$ cat src/rtl/tpps_pkg.sv
package tpps_pkg;

  // fixed field widths
  localparam int unsigned RateW  = 32;
  localparam int unsigned ClockW = 32;
  localparam int unsigned PscW   = 16;
  localparam int unsigned PerW   = 16;

  // trial divisor can reach clock + rate before the search stops
  localparam int unsigned DivisorW = ClockW + 1;

  // divider step counter
  localparam int unsigned StepW = $clog2(ClockW);

  // request to the divider
  typedef struct packed {
    logic              start;
    logic [ClockW-1:0] dividend;
    logic [ClockW-1:0] divisor;
  } div_req_t;

  // answer from the divider
  typedef struct packed {
    logic              done;
    logic [ClockW-1:0] quot;
    logic              rem_zero;
  } div_rsp_t;

endpackage

$ cat src/rtl/timer_prescale_period_search.sv
// Timer prescale and period search.
// A beat on the s_axis side carries a wanted update rate in hertz. The block
// tries prescale values p = 1, 2, ... and returns the first one for which the
// configured timer clock divides exactly by (p+1)*rate with a period
// (quotient minus one) of at most PERIOD_MAX. One beat on the m_axis side
// answers each input beat: prescale and period in tdata, found in tuser.
// No match, a zero rate, or reaching PRESCALE_LIMIT gives zeros, found low.
// The clock frequency is written through cfg_we_i / cfg_wdata_i; the user must
// do so only while idle, as the block does not enforce it. Reset loads 72000000.
// Each trial is one compare in StCheck, then 32 steps of the radix-2 divider,
// then one check of its result. The search stops as soon as the trial
// divisor exceeds the clock.
// s_axis_tready_o stays low while a search runs. A finished result goes to
// an output register; when the receiver stalls, the next search can run but
// waits before loading its result until the register is free.
// Reset clears the sequencer and the output valid at once.
module timer_prescale_period_search #(
  parameter int unsigned PRESCALE_LIMIT = 65535,
  parameter int unsigned PERIOD_MAX     = 65535
) (
  input  logic                            clk_i,
  input  logic                            rst_ni,
  // configuration: clock_hz
  input  logic                            cfg_we_i,
  input  logic [tpps_pkg::ClockW-1:0]     cfg_wdata_i,
  // input stream
  input  logic                            s_axis_tvalid_i,
  output logic                            s_axis_tready_o,
  input  logic [31:0]                     s_axis_tdata_i,  // [31:0] target_hz
  // output stream
  output logic                            m_axis_tvalid_o,
  input  logic                            m_axis_tready_i,
  output logic [31:0]                     m_axis_tdata_o,  // [15:0] prescale, [31:16] period
  output logic                            m_axis_tuser_o   // [0] found
);
  import tpps_pkg::*;

  localparam logic [2:0] StIdle   = 3'd0;
  localparam logic [2:0] StCheck  = 3'd1;
  localparam logic [2:0] StDivide = 3'd2;
  localparam logic [2:0] StFinish = 3'd3;
  localparam logic [2:0] StWait   = 3'd4;

  logic [2:0]          state_q, state_d;
  logic [ClockW-1:0]   clock_hz_q;
  logic [RateW-1:0]    rate_q, rate_d;
  logic [PscW-1:0]     psc_q, psc_d;
  logic [DivisorW-1:0] dvs_q, dvs_d;
  logic [PscW-1:0]     res_psc_q, res_psc_d;
  logic [PerW-1:0]     res_per_q, res_per_d;
  logic                res_found_q, res_found_d;
  logic                out_valid_q, out_valid_d;
  logic [PscW-1:0]     out_psc_q, out_psc_d;
  logic [PerW-1:0]     out_per_q, out_per_d;
  logic                out_found_q, out_found_d;

  div_req_t            div_req;
  div_rsp_t            div_rsp;
  logic [ClockW-1:0]   quot_m1;
  logic                accept;
  logic                out_free;

  tpps_div u_div (
    .clk_i  (clk_i),
    .rst_ni (rst_ni),
    .req_i  (div_req),
    .rsp_o  (div_rsp)
  );

  assign s_axis_tready_o = (state_q == StIdle);
  assign accept          = s_axis_tvalid_i && s_axis_tready_o;
  assign out_free        = !out_valid_q || m_axis_tready_i;
  assign quot_m1         = div_rsp.quot - 1'b1;

  // clock frequency register
  always_ff @(posedge clk_i or negedge rst_ni) begin
    if (!rst_ni) begin
      clock_hz_q <= ClockW'(72000000);
    end else if (cfg_we_i) begin
      clock_hz_q <= cfg_wdata_i;
    end
  end

  // search sequencer
  always_comb begin
    state_d      = state_q;
    rate_d       = rate_q;
    psc_d        = psc_q;
    dvs_d        = dvs_q;
    res_psc_d    = res_psc_q;
    res_per_d    = res_per_q;
    res_found_d  = res_found_q;
    out_valid_d  = out_valid_q;
    out_psc_d    = out_psc_q;
    out_per_d    = out_per_q;
    out_found_d  = out_found_q;
    div_req.start    = 1'b0;
    div_req.dividend = clock_hz_q;
    div_req.divisor  = dvs_q[ClockW-1:0];

    if (m_axis_tready_i) begin
      out_valid_d = 1'b0;
    end

    case (state_q)
      StIdle: begin
        if (accept) begin
          rate_d      = s_axis_tdata_i[RateW-1:0];
          psc_d       = PscW'(1);
          dvs_d       = {s_axis_tdata_i[RateW-1:0], 1'b0};
          res_psc_d   = '0;
          res_per_d   = '0;
          res_found_d = 1'b0;
          state_d     = (s_axis_tdata_i[RateW-1:0] == '0) ? StFinish : StCheck;
        end
      end
      StCheck: begin
        // stop at the limit or once the divisor passes the clock
        if (psc_q >= PscW'(PRESCALE_LIMIT) ||
            dvs_q > {1'b0, clock_hz_q}) begin
          state_d = StFinish;
        end else begin
          div_req.start = 1'b1;
          state_d       = StDivide;
        end
      end
      StDivide: begin
        if (div_rsp.done) begin
          if (div_rsp.rem_zero && quot_m1 <= ClockW'(PERIOD_MAX)) begin
            res_psc_d   = psc_q;
            res_per_d   = quot_m1[PerW-1:0];
            res_found_d = 1'b1;
            state_d     = StFinish;
          end else begin
            psc_d   = psc_q + 1'b1;
            dvs_d   = dvs_q + {1'b0, rate_q};
            state_d = StCheck;
          end
        end
      end
      StFinish: begin
        state_d = StWait;
      end
      StWait: begin
        // load the output register once it is free
        if (out_free) begin
          out_valid_d = 1'b1;
          out_psc_d   = res_psc_q;
          out_per_d   = res_per_q;
          out_found_d = res_found_q;
          state_d     = StIdle;
        end
      end
      default: begin
        state_d = StIdle;
      end
    endcase
  end

  // control state
  always_ff @(posedge clk_i or negedge rst_ni) begin
    if (!rst_ni) begin
      state_q     <= StIdle;
      out_valid_q <= 1'b0;
    end else begin
      state_q     <= state_d;
      out_valid_q <= out_valid_d;
    end
  end

  // datapath
  always_ff @(posedge clk_i) begin
    rate_q      <= rate_d;
    psc_q       <= psc_d;
    dvs_q       <= dvs_d;
    res_psc_q   <= res_psc_d;
    res_per_q   <= res_per_d;
    res_found_q <= res_found_d;
    out_psc_q   <= out_psc_d;
    out_per_q   <= out_per_d;
    out_found_q <= out_found_d;
  end

  assign m_axis_tvalid_o = out_valid_q;
  assign m_axis_tdata_o  = {out_per_q, out_psc_q};
  assign m_axis_tuser_o  = out_found_q;

endmodule

$ cat src/rtl/tpps_div.sv
module tpps_div (
  input  logic               clk_i,
  input  logic               rst_ni,
  input  tpps_pkg::div_req_t req_i,
  output tpps_pkg::div_rsp_t rsp_o
);
  import tpps_pkg::*;

  logic              busy_q, busy_d;
  logic              done_q, done_d;
  logic [StepW-1:0]  step_q, step_d;
  logic [ClockW-1:0] rem_q, rem_d;
  logic [ClockW-1:0] dq_q, dq_d;
  logic [ClockW-1:0] dvs_q, dvs_d;

  logic [ClockW:0]   trial;
  logic [ClockW:0]   diff;
  logic              ge;

  // one restoring step: shift in next dividend bit, try to subtract
  assign trial = {rem_q, dq_q[ClockW-1]};
  assign diff  = trial - {1'b0, dvs_q};
  assign ge    = (trial >= {1'b0, dvs_q});

  always_comb begin
    busy_d = busy_q;
    done_d = 1'b0;
    step_d = step_q;
    rem_d  = rem_q;
    dq_d   = dq_q;
    dvs_d  = dvs_q;
    if (req_i.start) begin
      busy_d = 1'b1;
      step_d = '0;
      rem_d  = '0;
      dq_d   = req_i.dividend;
      dvs_d  = req_i.divisor;
    end else if (busy_q) begin
      rem_d  = ge ? diff[ClockW-1:0] : trial[ClockW-1:0];
      dq_d   = {dq_q[ClockW-2:0], ge};
      step_d = step_q + 1'b1;
      if (step_q == StepW'(ClockW - 1)) begin
        busy_d = 1'b0;
        done_d = 1'b1;
      end
    end
  end

  // control state
  always_ff @(posedge clk_i or negedge rst_ni) begin
    if (!rst_ni) begin
      busy_q <= 1'b0;
      done_q <= 1'b0;
      step_q <= '0;
    end else begin
      busy_q <= busy_d;
      done_q <= done_d;
      step_q <= step_d;
    end
  end

  // datapath
  always_ff @(posedge clk_i) begin
    rem_q <= rem_d;
    dq_q  <= dq_d;
    dvs_q <= dvs_d;
  end

  assign rsp_o.done     = done_q;
  assign rsp_o.quot     = dq_q;
  assign rsp_o.rem_zero = (rem_q == '0);

endmodule
$ cat config.mk
export PLATFORM = sky130hd
export DESIGN_NAME = timer_prescale_period_search
export DESIGN_NICKNAME = d
export VERILOG_FILES = /design/src/rtl/tpps_pkg.sv /design/src/rtl/timer_prescale_period_search.sv /design/src/rtl/tpps_div.sv
export SDC_FILE = /design/constraint.sdc
export NUM_CORES = 1
export LEC_CHECK = 0
export BUFFER_PORTS_ARGS = -buffer_cell sky130_fd_sc_hd__buf_2
export CORE_MARGIN = 2
export CORE_UTILIZATION = 45
export CTS_BUF_LIST = sky130_fd_sc_hd__clkbuf_16
export CTS_CLUSTER_SIZE = 10
export DETAILED_ROUTE_END_ITERATION = 10
export PLACE_DENSITY = 0.62
export SLEW_MARGIN = 10
export SYNTH_ARGS = -nofsm -noshare
export SYNTH_HDL_FRONTEND = slang
export SYNTH_SLANG_ARGS = --single-unit
$ cat constraint.sdc
create_clock -name clk_i -period 8.3 [get_ports clk_i]
set_input_delay 0.83 -clock clk_i [delete_from_list [all_inputs] [get_ports clk_i]]
set_output_delay 0.83 -clock clk_i [all_outputs]
set_load 0.005 [all_outputs]
Word-level counts from Yosys, hierarchy flattened
Cells that the tools add are included.
{ "totals": {"inputBits": 69, "regBits": 286, "elab_cells": 94} }
{ "classes": {"add_sub_neg": 5, "eq_ne": 10, "mux": 42, "n_reduce_logical": 15, "magnitude_cmp": 4} }
{ "ops": {"columns": ["operator", "count"], "rows": [
  ["$mux 16", 8],
  ["$mux 33", 3],
  ["$mux 32", 3],
  ["$pmux 16 s2", 3],
  ["$pmux 33 s2", 1],
  ["$logic_not 32->1", 2],
  ["$add 33x32->33", 1],
  ["$ge 33x32->1", 1],
  ["$gt 33x32->1", 1],
  ["$le 32x16->1 const B", 1],
  ["$sub 32x1->32 const B", 1],
  ["$sub 32x32->32", 1],
  ["$add 16x1->16 const B", 1],
  ["$ge 16x16->1 const B", 1],
  ["$mux 1", 15],
  ["$pmux 3 s5", 1],
  ["$mux 5", 2],
  ["$mux 3", 3],
  ["$reduce_and 4->1", 2],
  ["$eq 3x2->1 const B", 2],
  ["$ne 2x2->1 const B", 3],
  ["$add 5x1->5 const B", 1],
  ["$eq 5x5->1 const B", 1],
  ["$mux 2", 2],
  ["other kinds (11)", 16]
]} }

Depth between registers and ports, before layout
Gate-level depths: netlist (run 1).
{ "logic_depth": {"ltp_word": 6, "mapped_depth": 14} }

Modules after synthesis
A second synthesis (run 1) with hierarchy kept.
{ "hier_totals": {"cells_unflattened": 1520, "hier_area_um2": 15882.7} }
{ "by_module_without_submodules": {"columns": ["mod", "area_per_inst_um2", "seq_area_each_um2", "instances", "cells_each"], "rows": [
  ["timer_prescale_period_search", 9601.7, 5323.9, 1, 874],
  ["tpps_div", 6281.0, 2737.6, 1, 646]
]} }

Worst setup path after synthesis (run 1)
Ideal clock, no wire load.
{ "synth_path": {"path_type": "reg2reg", "start": "register u_div.dq_q[12]", "end": "register dvs_q[0] (enable)", "n_path_buf": 0, "path_slack_ns": 2.423, "stages_incl_launch_ff": 8, "setup_ns": 0.529, "arrival_ns": 5.349, "cell_sequence": "edfxtp_1 -> or4_1 -> nor3_2 -> nand4_1 -> o21ai_0 -> a221o_1 -> nor3_2 -> o31ai_1"} }
{ "synth_via": {"elab_chain_len": 5} }
{ "synth_rtl": {"columns": ["element", "line_no", "rtl"], "rows": [
  ["start: declaration", "tpps_div.sv:13", "logic [ClockW-1:0] dq_q, dq_d;"],
  ["start signal: assignment", "tpps_div.sv:65", "dq_q <= dq_d;"],
  ["$sub 32x1->32", "timer_prescale_period_search.sv:73", "assign quot_m1 = div_rsp.quot - 1'b1;"],
  ["$le 32x16->1", "timer_prescale_period_search.sv:129", "if (div_rsp.rem_zero && quot_m1 <= ClockW'(PERIOD_MAX)) begin"],
  ["$logic_and 1x1->1", "timer_prescale_period_search.sv:129", null],
  ["$ne 2x2->1 (no source line)", null, null],
  ["$reduce_and 4->1 (no source line)", null, null],
  ["end signal: assignment", "timer_prescale_period_search.sv:175", "dvs_q <= dvs_d;"],
  ["end: declaration", "timer_prescale_period_search.sv:48", "logic [DivisorW-1:0] dvs_q, dvs_d;"]
]} }
No other way between the ends.
A chain may end at the register's enable or synchronous reset.

Final worst setup path (run 1)
{ "layout_path": {"start": "register clock_hz_q[22]", "end": "register u_div.dq_q[31] (data pin)"} }
{ "layout_via": {"elab_chain_len": 5} }
{ "layout_rtl": {"columns": ["element", "line_no", "rtl"], "rows": [
  ["start: declaration", "timer_prescale_period_search.sv:45", "logic [ClockW-1:0] clock_hz_q;"],
  ["start signal: assignment", "timer_prescale_period_search.sv:78", "clock_hz_q <= ClockW'(72000000);"],
  ["start signal: assignment", "timer_prescale_period_search.sv:80", "clock_hz_q <= cfg_wdata_i;"],
  ["$gt 33x32->1", "timer_prescale_period_search.sv:120", "dvs_q > {1'b0, clock_hz_q}) begin"],
  ["$logic_or 1x1->1", "timer_prescale_period_search.sv:119", "if (psc_q >= PscW'(PRESCALE_LIMIT) ||"],
  ["$mux 1", "timer_prescale_period_search.sv:119", null],
  ["$mux 1", "timer_prescale_period_search.sv:105", "case (state_q)"],
  ["$mux 32", "tpps_div.sv:32", "if (req_i.start) begin"],
  ["net u_div.dq_d[31]", "tpps_div.sv:13", null]
]} }
The timed path passes the listed nets, and every way through them passes these cells.

==> results of run 1 <==
## placed cells by master, fill, tap and decap left out, types with 33 or more instances in the layout
| cell type | count |
|---|---|
| o21ai_0 | 89 |
| a21oi_1 | 91 |
| xnor2_1 | 42 |
| clkbuf_16 | 36 |
| ha_1 | 100 |
| a21o_1 | 42 |
| inv_1 | 111 |
| buf_2 | 103 |
| nand2_1 | 114 |
| edfxtp_1 | 211 |
| dfrtp_1 | 35 |
| xor2_1 | 33 |
| nor2_1 | 117 |
## worst reg2reg max path, cell delays in order (launching register included)
cell and delay, ns:
dfstp_2 0.52, inv_1 0.05, ha_1 0.29, nand4_1 0.14
nor4_1 0.49, nor3b_1 0.31, nand3_1 0.12, a21oi_1 0.19
nor3b_4 0.19, buf_4 0.52, buf_4 0.73, mux2_2 0.44
## final timing paths
check | from | endpoint | slack [ns]
setup / recovery | clock_hz_q[22] | u_div.dq_q[31] | 4.07
hold / removal | rst_ni | clock_hz_q[21] | 0.40
setup reg to reg | clock_hz_q[22] | u_div.dq_q[31] | 4.07
hold reg to reg | res_found_q | m_axis_tuser_o | 0.42
max in group asynchronous | rst_ni | u_div.busy_q | 7.41
min in group clk_i | res_found_q | m_axis_tuser_o | 0.42
## cell families after synthesis
group                      count (synthesis)
buffers and inverters                    146
xor gates and xnor gates                  75
and+or+nand+nor                          427
DFF                                      286
adders and majority gates                102
AOI/OAI and AO/OA                        338
muxes                                     53
## power by group through the flow
stage               clock, mW  sequential, mW  combinational, mW
finish                   1.37            2.50               2.77
global route             1.47            2.54               3.12
global placement            0            2.51               2.72
detailed placement          0            2.52               2.76
floorplan                   0            2.38               2.21
CTS                      1.41            2.49               2.78
## layer usage
layer  part of all wire (%)  GRT usage (%)  up-vias
li1                       -              -     5439
met1                     47           28.1     5245
met2                     48           35.1      191
met3                    3.3           2.63       58
met4                    2.2           5.93        0
met5                      0              0        -
## area by class of cell
class | instances | area (um2) | share of cell area (%)
sequential | 286 | 8060 | 46.4
multi-input combinational | 995 | 6800 | 39.1
clock buffer | 36 | 901 | 5.18
timing repair buffer | 114 | 598 | 3.44
tap | 448 | 561 | 3.22
inverter | 91 | 342 | 1.96
clock inverter | 29 | 133 | 0.762
## metrics by stage
stage / cells / cell area, um2
after floorplan: 1427 / 15400
after global placement: 1934 / 16400
after detailed placement: 1934 / 16400
after CTS: 1999 / 17400
after global routing: 1999 / 17400
final: 1999 / 17400
## flip-flops by register name, summed over array words and instances, names as in the netlist, 3 cells and up
signal        flops
clock_hz_q       32
u_div.dq_q       32
u_div.rem_q      32
u_div.step_q      5
psc_q            16
res_psc_q        16
res_per_q        16
dvs_q            33
state_q           3
out_per_q        16
rate_q           32
u_div.dvs_q      32
out_psc_q        16
==> results.md, run 1 <==
* Top cell type's share of synthesized area at 41.0%
* Vias/cell at 5.47
* Syn Inst Count at 1427
* CP top delay family: buffers and inverters
* Die Area at 35800 um2
* Port Buffers at 103
* Maxcap violations at 0
* Largest area contributor in the netlist: edfxtp_1
* Top cells by count, synth: 211 x edfxtp_1, 117 x nor2_1, 114 x nand2_1, 100 x ha_1
* Seq pwr share at 37.6%
* Core Area at 33700 um2
* Final min period at 4.23 ns
* CTS Hold Bufs at 0
* Layout fillers at 3019
* CP Depth at 11
* DRT antenna net count at 0
* Outcome: finished clean
* Initial antenna violation count at 0
* CTS sink cnt at 286
* Largest family of logic cells by synthesized area: compound AO/OA/AOI/OAI gates
* Setup bufs post-CTS at 0
* Leak Pwr at 7.10 nW
* Clock buffer count from CTS at 36
* Yosys warnings at 0
* First-pass DRT Iterations at 5
* Largest net degree at the start of global routing at 72
* Simple-gate share of the synthesized area at 13.7%
* CTS tree: yes
* Adder-Cell Fraction of Synth Area at 8.36%
* Global-route wire length before repair at 58800 um
* ANT cells at 0
* H-tree lvl count at 2
* Dpl hpwl at 26700 um
* EDFF count, synth at 211
* I/O pins at 104
* Total negative slack at 0 ns
* Die height at 189 um
* Final Max Slew Viols at 0
* Via count at 10900
* RSZ-0062 raised after global routing: no
* Cell Area, Synth at 15400 um2
* Worst-Skew Late Latency at 0.52 ns
* Comb pwr share at 41.7%
* Final Skew at 0.0157 ns
* Internal at 4.10 mW
* Sw Share at 38.3%
* R2R depth at 11
* Worst min-delay path category: input port to asynchronous set/reset pin
* Post-synthesis mux area share at 3.73%
* Row Count at 67
* Max stage delay on crit path at 0.69 ns
* Crit path buffers/inverters at 3
* CP Class: register to register
* Distinct cells, synth at 77
* Total gr overflow at 0
* Routed WL at 36800 um
* CTS root buffer: clkbuf_16
* CP arrival at 4.49 ns
* Worst-margin pin slew at 0.975 ns
* Initial Util at 45.8%
* Commonest register cell after synthesis: edfxtp_1
* Post-cts sizing count at 0
* Most frequent cell after synthesis: edfxtp_1
* Fin nets at 1695
* DRC Markers at 0
* Pre-CTS setup slack at 4.09 ns
* Endpoint class of the critical path: register
* DRT iter0 DRCs at 663
* XOR/XNOR Fraction of Synth Area at 4.25%
* Final hold slack at 0.404 ns
* Layout area overhead at 12.7%
* Fin. Hold Viols at 0
* Final Wtd Congestion at 0.871
* Syn avg cell area at 10.8 um2
* Register area share after synthesis at 52.2%
* PD cells at 381 nW/um2
* Clock buffer depth at 3
* Slowest-stage cell, CP: buf_4
* Fraction of layout cells with a size suffix above 1 at 12.4%
* Asr flop ratio synth at 15.0%
* Mapped Nets at 1598
* Critical Path RT at 8.56 ns
* Synth Area in Compound Gates at 13.8%
* Final setup margin at 4.07 ns
* Vias in the first global route at 11100
* Part of the power in the clock network at 20.7%
* Pwr Total at 6.63 mW
* Chip width at 189 um
* Synth Register Bits at 286
* Leading post-synthesis cells by cell area: edfxtp_1 41%, ha_1 8.1%, dfrtp_1 5.8%, dfxtp_1 4.1%, a21oi_1 2.9%
* Cell Chain, Critical Path: inv_1, ha_1, nand4_1, nor4_1, nor3b_1, nand3_1, a21oi_1, nor3b_4, buf_4, buf_4, mux2_2
* Clock transition at path regs at 0.06 ns
* Slew headroom at 35.0%
* Final Cycle Share at 51.0%
* CP Launch Type: register
* Worst vdd ir at 212 uV
* Fmax at 236 MHz
* Cell mode on critical path: buf_4
* Worst Path Max Fanout at 55
* WL per Instance at 18.4 um
* NetSw at 2.54 mW
* Final setup violation count at 0
* Gr usage total at 20.7%
* Finished Core Util at 51.6%
Power figures use the tool's default switching activity.
==> run 2, diff against run 1 <==
==> constraint.sdc (replaced) <==
create_clock -name clk_i -period 3.9 [get_ports clk_i]
set_input_delay 0.39 -clock clk_i [delete_from_list [all_inputs] [get_ports clk_i]]
set_output_delay 0.39 -clock clk_i [all_outputs]
set_load 0.005 [all_outputs]
==> run 2 against run 1 <==
  * Count of clock-buffer cells in the layout increased by 1
  * Via count up 1.6%
  * Non-clock buffer count grew 10
  * Critical path depth unchanged
  * Power rose by 110%
  * Setup slack got worse by 3.6 ns
  * Critical endpoint is now u_div.dq_q[10]
  * Largest cell class unchanged
  * Highest routed layer unchanged
==> results.md, run 2 (synthesized netlist as in run 1, its figures left out) <==
* Placed Area at 16500 um2
* Endpoint class of the critical path: register
* Slew headroom at 32.7%
* Number of flip-flops under the largest register name at 33
* Chip width at 189 um
* CTS sink cnt at 286
* Initial Util at 45.8%
* Dpl hpwl at 27100 um
* CTS tree: yes
* Die Area at 35800 um2
* Final setup violation count at 0
* I/O pins at 104
* Final hold slack at 0.0672 ns
* Critical Path RT at 4.16 ns
* ANT cells at 0
* Vias in the first global route at 11000
* Clock buffer count from CTS at 36
* Worst-Skew Late Latency at 0.53 ns
* Largest net degree at the start of global routing at 86
* Final setup margin at 0.467 ns
* Pre-CTS setup slack at 0.476 ns
* Largest Register: dvs_q
* Initial antenna violation count at 0
* Final min period at 3.43 ns
* H-tree lvl count at 2
* CP Launch Type: register
* PD cells at 813 nW/um2
* Pwr Total at 14.3 mW
* Final Cycle Share at 88.0%
* DRC Markers at 0
* Number of instances in the placed design at 1943
* Post-Layout Cell Count at 2009
* WL per Instance at 18.4 um
* Global-route wire length before repair at 58300 um
* CP arrival at 3.69 ns
* Vias/cell at 5.53
* Maxcap violations at 0
* Worst-margin pin slew at 1.01 ns
* Worst Path Max Fanout at 15
* Layout fillers at 3051
* Setup bufs post-CTS at 0
* Outcome: finished clean
* Core Area at 33700 um2
* Total negative slack at 0 ns
* Final Max Slew Viols at 0
* Total gr overflow at 0
* First-pass DRT Iterations at 5
* Fmax at 291 MHz
* DRT antenna net count at 0
* CTS root buffer: clkbuf_16
* Fin area at 17500 um2
* Fin nets at 1705
* Layout area overhead at 13.7%
* Via count at 11100
* Fraction of layout cells with a size suffix above 1 at 12.8%
* RSZ-0062 raised after global routing: no
* Die height at 189 um
* Port Buffers at 103
* Most frequent cells in the layout: 211 x edfxtp_1, 117 x nor2_1, 114 x nand2_1
* Row Count at 67
* Routed WL at 37000 um
* Worst vdd ir at 392 uV
* Clock transition at path regs at 0.06 ns
* Finished Core Util at 52.1%
* Leak Pwr at 7.16 nW
* DRT iter0 DRCs at 686
* Gr usage total at 20.7%
* Worst min-delay path category: input port to register
* Final Wtd Congestion at 0.924
* Fin. Hold Viols at 0
* Most common library cell in the layout ignoring fill and taps: edfxtp_1
* Final Skew at 0.0154 ns
* CP Class: register to register
* Clock buffer depth at 3
==> run 2: cell types whose count changed in the layout (fill, tap and decap cells not counted) <==
cell	previous run	this run
buf_12	0	3
buf_4	11	17
clkbuf_16	36	37
clkinv_1	2	7
clkinv_16	0	1
clkinv_2	5	2
dlygate4sd3_1	0	1
inv_1	111	108
inv_6	1	0
==> run 2: what timing repair did <==
item | CTS | global route
hold endpoints to repair | 36 | 0
hold buffers | 1 | 0
gates resized for setup | 0 | 0
==> run 2: layer usage <==
metal / part of all wire [%] / global-route usage (%)
met1: 47 / 28.2
met2: 46 / 34.1
met3: 3.3 / 2.71
met4: 3.0 / 7.39
met5: 0 / 0
==> run 2: area by class of cell <==
type / instances / area [um2] / share of cell area (%)
flip-flops and latches: 286 / 8060 / 45.9
multi-input cells: 995 / 6800 / 38.7
clock buffers: 37 / 926 / 5.28
repair buffers: 124 / 713 / 4.06
well taps: 448 / 561 / 3.19
inverters: 91 / 342 / 1.95
clock inverters: 28 / 146 / 0.834
==> run 2: final timing paths <==
kind,endpoint,cells past startpoint,slack (ns),start
worst max-delay path,u_div.dq_q[10],11,0.47,dvs_q[2]
worst max register to register,u_div.dq_q[10],11,0.47,dvs_q[2]
max in group asynchronous,u_div.busy_q,3,2.91,rst_ni
min in group asynchronous,clock_hz_q[25],3,0.51,rst_ni
worst min-delay path,rate_q[12],1,0.07,s_axis_tdata_i[12]
worst min register to register,out_per_q[15],0,0.42,res_per_q[15]
==> run 2: critical path, cell delays in order, from the launching register on <==
cell and delay, ns:
edfxtp_1 0.43, ha_1 0.32, a21o_1 0.18, a21o_1 0.17, a211oi_1 0.23, o21ai_1 0.11
a2111oi_0 0.36, nand2_1 0.09, a21oi_1 0.19, nor3b_4 0.41, buf_4 0.32, mux2_1 0.35
==> run 2: where the power goes <==
group          internal (mW)  total [mW]  leakage, nW  switching (mW)
clock                   1.72        2.97        0.584            1.25
sequential              4.56        5.34         2.77           0.775
combinational           2.53        5.95         3.81            3.42
total                   8.81        14.3         7.16            5.44
==> run 3, diff against run 2 <==
--- a/config.mk
+++ b/config.mk
@@ -7,11 +7,12 @@
 export LEC_CHECK = 0
 export BUFFER_PORTS_ARGS = -buffer_cell sky130_fd_sc_hd__buf_2
 export CORE_MARGIN = 2
-export CORE_UTILIZATION = 45
+export CORE_UTILIZATION = 25
 export CTS_BUF_LIST = sky130_fd_sc_hd__clkbuf_16
 export CTS_CLUSTER_SIZE = 10
 export DETAILED_ROUTE_END_ITERATION = 10
-export PLACE_DENSITY = 0.62
+export PLACE_DENSITY = 0.4
+export REMOVE_ABC_BUFFERS = 1
 export SLEW_MARGIN = 10
 export SYNTH_ARGS = -nofsm -noshare
 export SYNTH_HDL_FRONTEND = slang
==> run 3 against run 2 <==
  * Combinational power increased by 3.5%
  * Non-clock buffer count increased by 18
  * Sequential share of layout area decreased by 1.6 points
  * Count of clock-buffer cells in the layout unchanged
  * Worst hold slack got worse by 0.029 ns
  * Core utilization decreased by 22 points
  * Register-to-register slack got worse by 0.04 ns
  * Die area increased by 78%
  * First-iteration DRC count decreased by 32%
  * Setup slack got worse by 0.043 ns
  * Power increased by 2.8%
  * Critical endpoint is now u_div.dq_q[5]
==> results.md, run 3 (synthesized netlist as in run 1, its figures left out) <==
* Final Wtd Congestion at 0.810
* Most common library cell in the layout ignoring fill and taps: edfxtp_1
* R2R Path End: u_div.dq_q[5]
* Hold Path Depth at 3
* Crit path buffers/inverters at 1
* Fin. Hold Viols at 0
* Worst min-delay path category: input port to register
* Maxcap violations at 0
* Setup bufs post-CTS at 0
* Outcome: finished clean
* DRT antenna net count at 0
* Initial Util at 25.2%
* Slowest-stage cell, CP: nor3b_4
* Clock buffer depth at 3
* Total gr overflow at 0
* RSZ-0062 raised after global routing: no
* Chip width at 253 um
* Largest net degree at the start of global routing at 49
* Die height at 253 um
* Initial antenna violation count at 2
* Most frequent cells in the layout: 211 x edfxtp_1, 117 x nor2_1, 113 x nand2_1
* WL per Instance at 18.5 um
* RR Startpoint: dvs_q[2]
* Routed WL at 43900 um
* Clock transition at path regs at 0.06 ns
* CTS tree: yes
* Endpoint class of the critical path: register
* Finished Core Util at 29.7%
* Fraction of layout cells with a size suffix above 1 at 13.7%
* Global-route wire length before repair at 68400 um
* Layout fillers at 6339
* CP top delay family: compound AO/OA/AOI/OAI gates
* I/O pins at 104
* Fin nets at 1724
* Gr usage total at 14.0%
* Final setup violation count at 0
* Port Buffers at 103
* Cell mode on critical path: a21o_1
* Final Max Slew Viols at 0
* Hold Crit Start: cfg_wdata_i[31]
* CP Launch Type: register
* R2R Setup Slk at 0.42 ns
* Worst-margin pin slew at 0.982 ns
* Worst vdd ir at 357 uV
* Dpl hpwl at 33000 um
* CP arrival at 3.80 ns
* PD cells at 805 nW/um2
* CTS root buffer: clkbuf_16
* Clock buffer count from CTS at 37
* Layout area overhead at 17.9%
* Final Skew at 0.0283 ns
* First-pass DRT Iterations at 4
* Post-cts sizing count at 0
* Final hold slack at 0.0383 ns
* Hold worst-path end: clock_hz_q[31]
* Number of flip-flops under the largest register name at 33
* Vias/cell at 4.69
* H-tree lvl count at 2
* R2R depth at 11
* Die Area at 63800 um2
* Fmax at 288 MHz
* DRC Markers at 0
* Vias in the first global route at 11500
* CTS sink cnt at 286
* Leak Pwr at 7.27 nW
* Cell Chain, Critical Path: ha_1, a21o_1, a21o_1, a211oi_1, o21ai_1, a2111oi_0, nand2_1, a21oi_1, nor3b_4, buf_12, mux2_2
* Final min period at 3.48 ns
* Worst Path Max Fanout at 21
* Critical Path RT at 4.22 ns
* Total negative slack at 0 ns
* Via count at 11100
* CP Class: register to register
* Row Count at 91
* DRT iter0 DRCs at 464
* Slew headroom at 34.5%
* Final Cycle Share at 89.1%
* Number of instances in the placed design at 2297
* Core Area at 61400 um2
* Post-Layout Cell Count at 2373
* Largest Register: dvs_q
* Worst-Skew Late Latency at 0.57 ns
* Max stage delay on crit path at 0.48 ns
## run 3: through the flow
step	cell area (um2)	total power [mW]	worst slack (ns)
floorplan	15200	9.66	-2.96
global placement	17000	11.6	0.395
detailed placement	17000	11.6	0.388
CTS	18200	14.9	0.355
global route	18200	15.8	0.0249
finish	18200	14.7	0.424
## run 3: area by class of cell
type	count	area, um2	area share [%]
Clock inverter	31	175	0.963
Clock buffer	37	926	5.09
Tap cell	790	988	5.43
Antenna cell	1	2.50	0.0138
Timing Repair Buffer	142	901	4.95
Sequential cell	286	8060	44.3
Multi-Input combinational cell	995	6800	37.4
Inverter	91	342	1.88
## run 3: worst max-delay path by stage
stage | slack (ns) | startpoint | cells past startpoint | endpoint
floorplan | -2.96 | dvs_q[2] | 10 | u_div.dq_q[0]
finish | 0.42 | dvs_q[2] | 11 | u_div.dq_q[5]
global route | 0.02 | dvs_q[2] | 11 | u_div.dq_q[8]
detailed placement | 0.39 | dvs_q[2] | 11 | u_div.dq_q[5]
CTS | 0.36 | dvs_q[2] | 11 | u_div.dq_q[5]
global placement | 0.40 | dvs_q[2] | 11 | u_div.dq_q[5]
## run 3: timing repair
action                     in CTS  in global routing
hold buffers                    7                  0
hold endpoints to repair       17                  0
setup endpoints to repair       0                  0
## run 3: worst register-to-register path: stages, from the launching register on
cell,delay [ns]
edfxtp_1,0.43
ha_1,0.32
a21o_1,0.18
a21o_1,0.17
a211oi_1,0.22
o21ai_1,0.12
a2111oi_0,0.38
nand2_1,0.11
a21oi_1,0.20
nor3b_4,0.48
buf_12,0.24
mux2_2,0.36
## run 3: where the power goes
part / switching [mW] / internal, mW
clock network: 1.39 / 1.74
registers: 0.812 / 4.56
logic: 3.55 / 2.61
## run 3: routing by layer
layer	vias up	GRT usage, %	wire [um]
li1	5514	-	-
met1	5369	18.8	20800
met2	175	22.7	20300
met3	64	2.35	1510
met4	2	4.43	1160
met5	-	0	13
